File: src/design/asfd_pkg.sv
// Shared types and constants for the ASF packet payload demultiplexer.
package asfd_pkg;

  // Result kinds
  localparam logic [1:0] KIND_AUDIO  = 2'd0;
  localparam logic [1:0] KIND_ACCEPT = 2'd1;
  localparam logic [1:0] KIND_ERROR  = 2'd2;
  localparam logic [1:0] KIND_END    = 2'd3;

  // Error codes
  localparam logic [1:0] ERR_HEADER   = 2'd0;
  localparam logic [1:0] ERR_LENGTH   = 2'd1;
  localparam logic [1:0] ERR_OVERRUN  = 2'd2;
  localparam logic [1:0] ERR_EOS      = 2'd3;

  // Packet start marker
  localparam logic [7:0] HDR_BYTE = 8'h82;

  // Configuration register indexes
  localparam logic REG_PKT_SIZE  = 1'b0;
  localparam logic REG_STREAM_ID = 1'b1;

  // Reset values of the configuration registers
  localparam logic [15:0] PKT_SIZE_RST  = 16'd4096;
  localparam logic [6:0]  STREAM_ID_RST = 7'd1;

  // Classified input transaction
  typedef struct packed {
    logic       is_eos;
    logic [7:0] data;
  } item_t;

  // One result transaction
  typedef struct packed {
    logic [1:0]  kind;
    logic [7:0]  payload;
    logic [15:0] length;
    logic [1:0]  code;
  } result_t;

endpackage

File: src/design/asf_packet_payload_demux.sv
// Top level of the ASF packet payload demultiplexer with its register port.
// Takes one stream byte (or end-of-stream mark) per cycle unless stalled and
// passes out the payload bytes of the selected stream as they arrive, closing
// each packet that carried audio with an accept result carrying its audio
// byte count, or an error result that voids the bytes already passed for
// that packet; errors hold until reset. An input queue feeds the parser,
// which consumes one transaction per cycle while the result queue has room
// for two; results leave at one per cycle unless out_stall is high, so a byte
// that yields two results (last audio byte plus accept or error) takes two
// output transfers. No clearing pass is needed after reset.
module asf_packet_payload_demux #(
  parameter int unsigned MAX_PACKET_SIZE = 65535
) (
  input  logic        clk,
  input  logic        rst,
  input  logic        in_valid,
  output logic        in_stall,
  input  logic        operation,
  input  logic [7:0]  data_byte,
  output logic        out_valid,
  input  logic        out_stall,
  output logic [1:0]  result_kind,
  output logic [7:0]  payload_byte,
  output logic [15:0] audio_length,
  output logic [1:0]  error_code,
  input  logic        psel,
  input  logic        penable,
  input  logic        pwrite,
  input  logic [2:0]  paddr,
  input  logic [31:0] pwdata,
  output logic [31:0] prdata,
  output logic        pready
);

  logic [15:0]       pkt_size;
  logic [6:0]        audio_stream_id;
  logic              cfg_wr;
  asfd_pkg::item_t   item;
  logic              item_valid;
  logic              item_take;
  logic              room;
  logic [1:0]        push_n;
  asfd_pkg::result_t res0;
  asfd_pkg::result_t res1;

  // register port
  assign pready = 1'b1;
  assign cfg_wr = psel & penable & pwrite & pready;
  assign prdata = (paddr[2] == asfd_pkg::REG_STREAM_ID) ? {25'd0, audio_stream_id}
                                                        : {16'd0, pkt_size};

  always_ff @(posedge clk) begin
    if (rst) begin
      pkt_size        <= asfd_pkg::PKT_SIZE_RST;
      audio_stream_id <= asfd_pkg::STREAM_ID_RST;
    end else if (cfg_wr) begin
      if (paddr[2] == asfd_pkg::REG_PKT_SIZE) pkt_size <= pwdata[15:0];
      else audio_stream_id <= pwdata[6:0];
    end
  end

  asfd_inq u_inq (
    .clk        (clk),
    .rst        (rst),
    .in_valid   (in_valid),
    .in_stall   (in_stall),
    .operation  (operation),
    .data_byte  (data_byte),
    .item       (item),
    .item_valid (item_valid),
    .item_take  (item_take)
  );

  asfd_parse #(
    .MAX_PACKET_SIZE (MAX_PACKET_SIZE)
  ) u_parse (
    .clk         (clk),
    .rst         (rst),
    .item        (item),
    .item_valid  (item_valid),
    .item_take   (item_take),
    .room        (room),
    .pkt_size    (pkt_size),
    .stream_id   (audio_stream_id),
    .push_n      (push_n),
    .res0        (res0),
    .res1        (res1)
  );

  asfd_outq u_outq (
    .clk          (clk),
    .rst          (rst),
    .push_n       (push_n),
    .res0         (res0),
    .res1         (res1),
    .room         (room),
    .out_valid    (out_valid),
    .out_stall    (out_stall),
    .result_kind  (result_kind),
    .payload_byte (payload_byte),
    .audio_length (audio_length),
    .error_code   (error_code)
  );

endmodule

File: src/design/asfd_inq.sv
// Front end: accepts input transactions, classifies them and queues them.
module asfd_inq (
  input  logic            clk,
  input  logic            rst,
  input  logic            in_valid,
  output logic            in_stall,
  input  logic            operation,
  input  logic [7:0]      data_byte,
  output asfd_pkg::item_t item,
  output logic            item_valid,
  input  logic            item_take
);

  localparam int DEPTH = 4;
  localparam int AW    = $clog2(DEPTH);

  asfd_pkg::item_t  q [DEPTH];
  logic [AW-1:0]    wr_ptr;
  logic [AW-1:0]    rd_ptr;
  logic [AW:0]      count;
  logic             push;
  logic             pop;

  assign in_stall   = (count == (AW+1)'(DEPTH));
  assign item_valid = (count != '0);
  assign item       = q[rd_ptr];
  assign push       = in_valid & ~in_stall;
  assign pop        = item_valid & item_take;

  // queue pointers and fill level
  always_ff @(posedge clk) begin
    if (rst) begin
      wr_ptr <= '0;
      rd_ptr <= '0;
      count  <= '0;
    end else begin
      if (push) wr_ptr <= wr_ptr + 1'b1;
      if (pop)  rd_ptr <= rd_ptr + 1'b1;
      count <= count + (AW+1)'(push) - (AW+1)'(pop);
    end
  end

  // storage, with end-of-stream marked as its own class
  always_ff @(posedge clk) begin
    if (push) begin
      q[wr_ptr].is_eos <= operation;
      q[wr_ptr].data   <= data_byte;
    end
  end

endmodule

File: src/design/asfd_outq.sv
// Result queue: takes up to two results a cycle, hands one out a cycle unless stalled.
module asfd_outq (
  input  logic              clk,
  input  logic              rst,
  input  logic [1:0]        push_n,
  input  asfd_pkg::result_t res0,
  input  asfd_pkg::result_t res1,
  output logic              room,
  output logic              out_valid,
  input  logic              out_stall,
  output logic [1:0]        result_kind,
  output logic [7:0]        payload_byte,
  output logic [15:0]       audio_length,
  output logic [1:0]        error_code
);

  localparam int DEPTH = 4;
  localparam int AW    = $clog2(DEPTH);

  asfd_pkg::result_t q [DEPTH];
  logic [AW-1:0]     wr_ptr;
  logic [AW-1:0]     rd_ptr;
  logic [AW:0]       count;
  logic              pop;
  asfd_pkg::result_t head;

  // room for the worst case of two results from one transaction
  assign room      = (count <= (AW+1)'(DEPTH - 2));
  assign out_valid = (count != '0);
  assign pop       = out_valid & ~out_stall;
  assign head      = q[rd_ptr];

  assign result_kind  = head.kind;
  assign payload_byte = head.payload;
  assign audio_length = head.length;
  assign error_code   = head.code;

  always_ff @(posedge clk) begin
    if (rst) begin
      wr_ptr <= '0;
      rd_ptr <= '0;
      count  <= '0;
    end else begin
      wr_ptr <= wr_ptr + AW'(push_n);
      if (pop) rd_ptr <= rd_ptr + 1'b1;
      count <= count + (AW+1)'(push_n) - (AW+1)'(pop);
    end
  end

  always_ff @(posedge clk) begin
    if (push_n != 2'd0) q[wr_ptr] <= res0;
    if (push_n == 2'd2) q[wr_ptr + 1'b1] <= res1;
  end

endmodule

File: src/design/asfd_parse.sv
// Back end: packet and payload parser, one byte per cycle while the result queue has room.
module asfd_parse #(
  parameter int unsigned MAX_PACKET_SIZE = 65535
) (
  input  logic              clk,
  input  logic              rst,
  input  asfd_pkg::item_t   item,
  input  logic              item_valid,
  output logic              item_take,
  input  logic              room,
  input  logic [15:0]       pkt_size,
  input  logic [6:0]        stream_id,
  output logic [1:0]        push_n,
  output asfd_pkg::result_t res0,
  output asfd_pkg::result_t res1
);

  localparam logic [3:0] PH_HDR     = 4'd0;
  localparam logic [3:0] PH_EC      = 4'd1;
  localparam logic [3:0] PH_FLAGS   = 4'd2;
  localparam logic [3:0] PH_PROP    = 4'd3;
  localparam logic [3:0] PH_LEN     = 4'd4;
  localparam logic [3:0] PH_SEQ     = 4'd5;
  localparam logic [3:0] PH_PAD     = 4'd6;
  localparam logic [3:0] PH_TIME    = 4'd7;
  localparam logic [3:0] PH_PCOUNT  = 4'd8;
  localparam logic [3:0] PH_STREAM  = 4'd9;
  localparam logic [3:0] PH_SKIPHDR = 4'd10;
  localparam logic [3:0] PH_REPLEN  = 4'd11;
  localparam logic [3:0] PH_REPDATA = 4'd12;
  localparam logic [3:0] PH_PAYLEN  = 4'd13;
  localparam logic [3:0] PH_DELTA   = 4'd14;
  localparam logic [3:0] PH_DATA    = 4'd15;

  localparam logic [1:0] LT_WORD = 2'd2;

  // 2-bit length type to byte count
  function automatic logic [3:0] len2(input logic [1:0] b);
    return (b == 2'd3) ? 4'd4 : {2'b00, b};
  endfunction

  // byte count of a fixed-layout field
  function automatic logic [3:0] flen(input logic [3:0] ph, input logic [7:0] ltf,
                                     input logic [7:0] prop);
    logic [3:0] n;
    case (ph)
      PH_EC:      n = 4'd2;
      PH_FLAGS:   n = 4'd1;
      PH_PROP:    n = 4'd1;
      PH_DELTA:   n = 4'd1;
      PH_LEN:     n = len2(ltf[6:5]);
      PH_SEQ:     n = len2(ltf[2:1]);
      PH_PAD:     n = len2(ltf[4:3]);
      PH_TIME:    n = 4'd6;
      PH_PCOUNT:  n = {3'b000, ltf[0]};
      PH_SKIPHDR: n = len2(prop[5:4]) + len2(prop[3:2]);
      PH_REPLEN:  n = len2(prop[1:0]);
      PH_PAYLEN:  n = 4'd2;
      default:    n = 4'd0;
    endcase
    return n;
  endfunction

  // parser state
  logic [3:0]  phase, phase_next;
  logic [3:0]  fcnt, fcnt_next;
  logic [31:0] acc, acc_next;
  logic [7:0]  ltf, ltf_next;
  logic [7:0]  prop, prop_next;
  logic [31:0] pad, pad_next;
  logic [15:0] bleft, bleft_next;
  logic [5:0]  pleft, pleft_next;
  logic [31:0] pbl, pbl_next;
  logic        is_audio, is_audio_next;
  logic [15:0] acount, acount_next;
  logic        err, err_next;
  logic        rep_one, rep_one_next;
  logic [1:0]  lt, lt_next;

  // step working values
  logic        take;
  logic [15:0] ps;
  logic [7:0]  b;
  logic [31:0] accv;
  logic [31:0] rv;
  logic [31:0] pv;
  logic [31:0] lenv;
  logic [32:0] padsum;
  logic [4:0]  hdr;
  logic        go_complete, go_len, go_seq, go_pad, go_time, go_pcount;
  logic        go_replen, go_paylen, go_delta, go_data, go_after;
  logic        fail_req;
  logic [1:0]  fail_code;
  logic        put_audio, put_accept, put_end;
  asfd_pkg::result_t second;

  assign take      = item_valid & room;
  assign item_take = take;
  assign ps = (32'(pkt_size) > MAX_PACKET_SIZE) ? 16'(MAX_PACKET_SIZE) : pkt_size;

  // next-state logic for one byte
  always_comb begin
    phase_next = phase;  fcnt_next = fcnt;    acc_next = acc;
    ltf_next = ltf;      prop_next = prop;    pad_next = pad;
    bleft_next = bleft;  pleft_next = pleft;  pbl_next = pbl;
    is_audio_next = is_audio;  acount_next = acount;  err_next = err;
    rep_one_next = rep_one;    lt_next = lt;
    b = item.data;  accv = acc;  rv = '0;  pv = '0;  lenv = '0;  padsum = '0;  hdr = '0;
    go_complete = 1'b0; go_len = 1'b0; go_seq = 1'b0; go_pad = 1'b0; go_time = 1'b0;
    go_pcount = 1'b0; go_replen = 1'b0; go_paylen = 1'b0; go_delta = 1'b0;
    go_data = 1'b0; go_after = 1'b0;
    fail_req = 1'b0; fail_code = asfd_pkg::ERR_HEADER;
    put_audio = 1'b0; put_accept = 1'b0; put_end = 1'b0;

    if (take && !err) begin
      if (item.is_eos) begin
        if (phase == PH_HDR) put_end = 1'b1;
        else begin fail_req = 1'b1; fail_code = asfd_pkg::ERR_EOS; end
      end else begin
        if (phase >= PH_STREAM && bleft != '0) bleft_next = bleft - 1'b1;
        case (phase)
          PH_HDR: begin
            if (b != asfd_pkg::HDR_BYTE) begin
              fail_req = 1'b1; fail_code = asfd_pkg::ERR_HEADER;
            end else begin
              acount_next = '0; phase_next = PH_EC; fcnt_next = '0; acc_next = '0;
            end
          end
          PH_STREAM: begin
            is_audio_next = (b[6:0] == stream_id);
            if (bleft_next < 16'(flen(PH_SKIPHDR, ltf, prop)) + 16'(flen(PH_REPLEN, ltf, prop)))
            begin
              fail_req = 1'b1; fail_code = asfd_pkg::ERR_OVERRUN;
            end else begin
              fcnt_next = '0; acc_next = '0;
              if (flen(PH_SKIPHDR, ltf, prop) != '0) phase_next = PH_SKIPHDR;
              else if (flen(PH_REPLEN, ltf, prop) != '0) phase_next = PH_REPLEN;
              else go_replen = 1'b1;
            end
          end
          PH_REPDATA: begin
            if (pbl != '0) pbl_next = pbl - 1'b1;
            if (pbl_next == '0) go_paylen = 1'b1;
          end
          PH_DATA: begin
            if (is_audio) begin
              put_audio = 1'b1; acount_next = acount + 1'b1;
            end
            if (pbl != '0) pbl_next = pbl - 1'b1;
            if (pbl_next == '0) go_after = 1'b1;
          end
          default: begin
            // little-endian field gather
            if (fcnt < 4'd4) accv = acc | (32'(b) << {fcnt[1:0], 3'b000});
            acc_next  = accv;
            fcnt_next = fcnt + 1'b1;
            if (fcnt_next >= flen(phase, ltf, prop)) go_complete = 1'b1;
          end
        endcase
      end
    end

    // field completion
    if (go_complete) begin
      case (phase)
        PH_EC: begin phase_next = PH_FLAGS; fcnt_next = '0; acc_next = '0; end
        PH_FLAGS: begin
          ltf_next = accv[7:0]; phase_next = PH_PROP; fcnt_next = '0; acc_next = '0;
        end
        PH_PROP: begin prop_next = accv[7:0]; go_len = 1'b1; end
        PH_LEN: begin pbl_next = accv; go_seq = 1'b1; end
        PH_SEQ: go_pad = 1'b1;
        PH_PAD: begin
          pad_next = accv; phase_next = PH_TIME; fcnt_next = '0; acc_next = '0;
        end
        PH_TIME: go_time = 1'b1;
        PH_PCOUNT: begin go_pcount = 1'b1; pv = accv; end
        PH_SKIPHDR: begin
          fcnt_next = '0; acc_next = '0;
          if (flen(PH_REPLEN, ltf, prop) != '0) phase_next = PH_REPLEN;
          else go_replen = 1'b1;
        end
        PH_REPLEN: begin go_replen = 1'b1; rv = accv; end
        PH_PAYLEN: begin pbl_next = accv; go_delta = 1'b1; end
        PH_DELTA: go_data = 1'b1;
        default: ;
      endcase
    end

    // header fields that may be absent
    if (go_len) begin
      fcnt_next = '0; acc_next = '0;
      if (len2(ltf_next[6:5]) != '0) phase_next = PH_LEN;
      else begin pbl_next = '0; go_seq = 1'b1; end
    end
    if (go_seq) begin
      fcnt_next = '0; acc_next = '0;
      if (len2(ltf_next[2:1]) != '0) phase_next = PH_SEQ;
      else go_pad = 1'b1;
    end
    if (go_pad) begin
      fcnt_next = '0; acc_next = '0;
      if (len2(ltf_next[4:3]) != '0) phase_next = PH_PAD;
      else begin pad_next = '0; phase_next = PH_TIME; end
    end

    // packet length check and implicit padding
    if (go_time) begin
      lenv = (ltf_next[6:5] == 2'd0) ? 32'(ps) : pbl_next;
      if (lenv < 32'(ps)) begin
        padsum = {1'b0, pad_next} + 33'(ps - lenv[15:0]);
        pad_next = padsum[32] ? '1 : padsum[31:0];
        lenv = 32'(ps);
      end
      if (lenv > 32'(ps)) begin
        fail_req = 1'b1; fail_code = asfd_pkg::ERR_LENGTH;
      end else begin
        fcnt_next = '0; acc_next = '0;
        if (ltf_next[0]) phase_next = PH_PCOUNT;
        else go_pcount = 1'b1;
      end
    end

    // payload count and header size
    if (go_pcount) begin
      hdr = 5'd11 + 5'(len2(ltf_next[6:5])) + 5'(len2(ltf_next[2:1]))
          + 5'(len2(ltf_next[4:3])) + 5'(ltf_next[0]);
      if (ltf_next[0]) begin
        pleft_next = pv[5:0]; lt_next = pv[7:6];
      end else begin
        pleft_next = 6'd1; lt_next = LT_WORD;
      end
      if (ps < 16'(hdr)) begin
        fail_req = 1'b1; fail_code = asfd_pkg::ERR_LENGTH;
      end else begin
        bleft_next = ps - 16'(hdr); go_after = 1'b1;
      end
    end

    // replicated length
    if (go_replen) begin
      if (32'(bleft_next) < rv) begin
        fail_req = 1'b1; fail_code = asfd_pkg::ERR_OVERRUN;
      end else begin
        rep_one_next = (rv == 32'd1);
        pbl_next = rv;
        if (rv == '0) go_paylen = 1'b1;
        else phase_next = PH_REPDATA;
      end
    end

    // payload length, explicit or implicit
    if (go_paylen && !fail_req) begin
      if (ltf_next[0]) begin
        if (lt_next != LT_WORD) begin
          fail_req = 1'b1; fail_code = asfd_pkg::ERR_HEADER;
        end else if (bleft_next < 16'd2) begin
          fail_req = 1'b1; fail_code = asfd_pkg::ERR_OVERRUN;
        end else begin
          phase_next = PH_PAYLEN; fcnt_next = '0; acc_next = '0;
        end
      end else if (pad_next > 32'(bleft_next)) begin
        fail_req = 1'b1; fail_code = asfd_pkg::ERR_LENGTH;
      end else begin
        pbl_next = 32'(bleft_next - pad_next[15:0]);
        go_delta = 1'b1;
      end
    end

    // optional time delta
    if (go_delta && !fail_req) begin
      if (rep_one_next) begin
        if (bleft_next == '0) begin
          fail_req = 1'b1; fail_code = asfd_pkg::ERR_OVERRUN;
        end else begin
          phase_next = PH_DELTA; fcnt_next = '0; acc_next = '0;
        end
      end else go_data = 1'b1;
    end

    // payload data start
    if (go_data && !fail_req) begin
      if (32'(bleft_next) < pbl_next) begin
        fail_req = 1'b1; fail_code = asfd_pkg::ERR_OVERRUN;
      end else if (pbl_next == '0) go_after = 1'b1;
      else phase_next = PH_DATA;
    end

    // next payload, trailing bytes or packet end
    if (go_after && !fail_req) begin
      if (pleft_next != '0) begin
        if (bleft_next == '0) begin
          fail_req = 1'b1; fail_code = asfd_pkg::ERR_OVERRUN;
        end else begin
          pleft_next = pleft_next - 1'b1; phase_next = PH_STREAM;
        end
      end else if (bleft_next != '0) begin
        pbl_next = 32'(bleft_next); is_audio_next = 1'b0; phase_next = PH_DATA;
      end else begin
        put_accept = (acount_next != '0);
        phase_next = PH_HDR;
      end
    end

    if (fail_req) begin
      err_next = 1'b1; phase_next = PH_HDR;
    end
  end

  // result assembly: audio byte first, then accept, end or error
  always_comb begin
    second = '0;
    if (fail_req) begin
      second.kind = asfd_pkg::KIND_ERROR; second.code = fail_code;
    end else if (put_accept) begin
      second.kind = asfd_pkg::KIND_ACCEPT; second.length = acount_next;
    end else if (put_end) begin
      second.kind = asfd_pkg::KIND_END;
    end
    res0 = '0;
    res1 = '0;
    if (put_audio) begin
      res0.kind = asfd_pkg::KIND_AUDIO; res0.payload = b;
      res1 = second;
    end else begin
      res0 = second;
    end
    push_n = 2'(put_audio) + 2'(fail_req | put_accept | put_end);
  end

  always_ff @(posedge clk) begin
    if (rst) begin
      phase <= PH_HDR;  fcnt <= '0;  acc <= '0;  ltf <= '0;  prop <= '0;
      pad <= '0;  bleft <= '0;  pleft <= '0;  pbl <= '0;  is_audio <= 1'b0;
      acount <= '0;  err <= 1'b0;  rep_one <= 1'b0;  lt <= '0;
    end else begin
      phase <= phase_next;  fcnt <= fcnt_next;  acc <= acc_next;
      ltf <= ltf_next;  prop <= prop_next;  pad <= pad_next;
      bleft <= bleft_next;  pleft <= pleft_next;  pbl <= pbl_next;
      is_audio <= is_audio_next;  acount <= acount_next;  err <= err_next;
      rep_one <= rep_one_next;  lt <= lt_next;
    end
  end

`ifndef SYNTHESIS
  a_err_sticky: assert property (@(posedge clk) disable iff (rst) err |=> err)
    else $error("error latch cleared without reset");
  a_err_silent: assert property (@(posedge clk) disable iff (rst) err |-> push_n == 2'd0)
    else $error("result produced after an error");
  a_err_idle_phase: assert property (@(posedge clk) disable iff (rst) err |-> phase == PH_HDR)
    else $error("parser left header phase after an error");
  a_push_room: assert property (@(posedge clk) disable iff (rst)
      push_n != 2'd0 |-> take)
    else $error("results pushed without a transaction");
`endif

endmodule
File: config.mk
export PLATFORM = sky130hd
export DESIGN_NAME = asf_packet_payload_demux
export DESIGN_NICKNAME = d
export VERILOG_FILES = /design/src/design/asfd_pkg.sv /design/src/design/asf_packet_payload_demux.sv /design/src/design/asfd_inq.sv /design/src/design/asfd_outq.sv /design/src/design/asfd_parse.sv
export SDC_FILE = /design/constraint.sdc
export NUM_CORES = 1
export LEC_CHECK = 0
export BUFFER_PORTS_ARGS = -buffer_cell sky130_fd_sc_hd__buf_2
export CAP_MARGIN = 10
export CORE_MARGIN = 3
export CORE_UTILIZATION = 25
export DETAILED_ROUTE_END_ITERATION = 8
export SLEW_MARGIN = 20
export SYNTH_ARGS = -nofsm -noshare
export SYNTH_HDL_FRONTEND = slang
export SYNTH_SLANG_ARGS = --single-unit
File: constraint.sdc
create_clock -name clk -period 24.9 [get_ports clk]
set_input_delay 3.735 -clock clk [delete_from_list [all_inputs] [get_ports clk]]
set_output_delay 3.735 -clock clk [all_outputs]
set_load 0.005 [all_outputs]
==> flow_summary.ini <==
[routing]
final_antenna_net_count = 0
wl_per_cell_um = 19.62
routed_via_density = 5.261
drc_errors = 0
wirelength_um = 89090
vias = 23890
drt-initial-drc-count = 2255
drt_first_pass_iters = 5

[global_route]
grt_use_total = 0.1599
globalRouteOverflowTotal = 0
grt_util_met2 = 0.2593
grt_max_degree = 90
grt_use_met1 = 0.2166
grt_pass1_vias = 22360
grt_use_met3 = 0.02535
grt_first_pass_wirelength_um = 135200
antenna_found_initial = 1
busiest_layer = met2

[worst_setup_path]
cpLargestDelayFamily = compound AO/OA/AOI/OAI gates
slowest_stage = dfxtp_1
required_ns = 25.06
worstSetupPathType = reg -> reg
r2r_end = u_outq.q[2][4]
cp_slowest_stage_delay_ns = 0.86
cp-start-kind = flop
rr_worst_depth = 80
worst-path-buf-inv = 7
cpMostUsedCell = o21ai_0
r2r_start = u_parse.phase[3]
r2r_setup_slack_ns = 4.32
end_kind = flop
crit_arrival_ns = 20.74
critPathMaxFanout = 32

[worst_hold_path]
hp-class = reg -> reg
min_path_cells = 1
hold_start = u_outq.q[1][19]
min_to = u_outq.q[1][19]

[floorplanning]
chipWidth_um = 327.7
die_y_um = 327.7
die_area_um2 = 107400
pin_count = 114
num_rows = 117
start_util = 0.2532
coreArea_um2 = 102200

[place]
dp_hpwl_um = 68330
portBuffers = 78
place_inst = 4469
place.gp.congestion = 0.9578
pre_cts_ws_ns = 4.480
place_area_um2 = 27710

[finish]
fin_cells = 4541
final_area_um2 = 29100
nFillCells = 11100
insertedDiodeCount = 0
nNetsFinal = 3388
post-route-util = 0.2848
drive_gt1_frac = 0.09959
areaGrowthSynthToFinish_pct = 12.48

[clocking]
clk_pin_slew_ns = 0.06
hold_buffers = 0
clock_sinks = 349
clockRootBuffer = clkbuf_16
postCtsResizedCells = 0
cts_tree = done
clk_latency_ns = 0.59
post_cts.repair.setup_buffers = 0
clock_path_buffers = 3
h-tree-depth = 2
cts_buffers = 40

[power_and_ir_drop]
p_leak_nw = 11.48
peakVddDrop_mv = 0.05854
p_total_mw = 1.779
powerDensity_nw_per_um2 = 61.16

[synthesis]
synth_sequential_area_ratio = 0.3150
syn_inst = 3129
ys.flop_type = dfxtp_1
synth_edf_count = 116
synth_area_per_cell_um2 = 8.267
synth_top_area_frac = 0.1803
syn_area_um2 = 25870
synth-seq-cells = 349
yosys_warnings = 0
async_reset_ff_frac = 0
netlist-cell-type-count = 99
yosys.area.top_type = dfxtp_1
synth_area_leaders = dfxtp_1 18%, edfxtp_1 13%, ha_1 8.8%, nor2_1 6.8%, a21oi_1 4.2%

[sta]
fin_skew_ns = 0.02614
timing.final.ws_setup_ns = 4.323
setup_viol_count_final = 0
finalHoldViolations = 0
setup_tns_ns = 0
rsz0062_at_grt = no
finalMaxSlewViolations = 0
tightest_slew_ns = 1.180
relSlewSlack = 0.2069
holdWs_ns = 0.4774
finalCriticalPeriod_ns = 20.58
fmaxAchievable_ghz = 0.04860
finalCritPeriodShare = 0.8264

[job]
maxCapViolations = 0

[status]
status = completed
[routing by layer]
metal / wire length (um) / vias up / share of wire
li1: - / 11410 / -
met3: 5935 / 159 / 0.067
met1: 39820 / 11480 / 0.45
met5: 27 / - / 0.00030
met4: 3063 / 4 / 0.034
met2: 40250 / 841 / 0.45
[cell usage after synthesis, types with 19 or more instances]
cell	count
a211oi_1	76
a21o_1	48
a21oi_1	216
a22o_1	38
a22oi_1	31
a31oi_1	25
and2_1	19
and3_1	35
buf_4	22
clkbuf_1	126
dfxtp_1	233
edfxtp_1	116
ha_1	182
inv_1	151
mux2_2	25
mux2i_1	24
mux4_2	37
nand2_1	225
nand2b_1	27
nand3_1	73
nand4_1	54
nor2_1	472
nor2b_1	45
nor3_1	98
nor4_1	37
o21a_1	21
o21ai_0	168
or3_1	53
or4_1	21
xnor2_1	88
xor2_1	37
[final cells by class]
type | count | area, um^2 | share of cell area
Tap cell | 1368 | 1712 | 0.05883
Inverter | 152 | 570.5 | 0.01961
Clock inverter | 12 | 201.4 | 0.006923
Timing Repair Buffer | 128 | 772.0 | 0.02653
Clock buffer | 60 | 1177 | 0.04046
Sequential cell | 349 | 8152 | 0.2802
Multi-Input combinational cell | 2472 | 16510 | 0.5675
[kinds of logic (layout without fill, tap and decap cells)]
group	count (synthesis)	after routing	synth area share
flip-flops	349	349	0.3150
adder cells (fa/ha/maj)	194	194	0.09732
other	2	17	0.0002903
AO/OA/AOI/OAI	795	795	0.2040
buffers and inverters	323	352	0.05098
multiplexers	95	95	0.05717
AND/OR/NAND/NOR	1246	1246	0.2329
XOR/XNOR	125	125	0.04232
[power by group]
group | internal [mW] | switching [mW] | leakage, nW | total [mW]
combinational | 0.181 | 0.306 | 7.73 | 0.487
clock | 0.363 | 0.260 | 0.665 | 0.624
sequential | 0.635 | 0.0333 | 3.08 | 0.669
[how the worst max path moves through the flow]
stage | from | end | slack (ns) | cells after the start
after floorplan | u_parse.prop[2] | u_outq.count[2] | 8.34 | 85
after global placement | u_parse.phase[3] | u_outq.q[2][10] | 4.55 | 79
after detailed placement | u_parse.phase[3] | u_outq.q[2][6] | 4.48 | 80
after CTS | u_parse.phase[3] | u_outq.q[2][0] | 4.42 | 80
after global routing | u_parse.phase[3] | u_outq.q[2][4] | 2.78 | 80
final | u_parse.phase[3] | u_outq.q[2][4] | 4.32 | 80
[flip-flops by register name, indices dropped and copies added (netlist names), 2 cells and up, named ones only]
register         cells
u_parse.bleft       16
u_parse.pbl         32
u_parse.acount      16
u_inq.rd_ptr         2
u_outq.count         3
pkt_size            16
u_inq.wr_ptr         2
u_parse.prop         6
u_outq.wr_ptr        2
u_outq.q           112
audio_stream_id      7
u_parse.pad         32
u_parse.phase        4
u_outq.rd_ptr        2
u_inq.count          3
u_parse.fcnt         4
u_parse.lt           2
u_parse.pleft        6
u_parse.acc         32
u_parse.ltf          7
u_inq.q             36
[cells in the final DEF (no fill, tap or decap), types with 38 or more instances in the layout]
cell,n
nand4_1,54
ha_1,182
buf_2,77
nand2_1,225
xnor2_1,88
a21o_1,48
nor3_1,94
or3_1,53
a21oi_1,216
o21ai_0,168
a211oi_1,75
nor2b_1,44
nand3_1,73
nor2_1,471
edfxtp_1,116
buf_4,50
inv_1,151
dfxtp_1,232
clkbuf_16,41
a22o_1,38
Power figures use the tool's default switching activity.
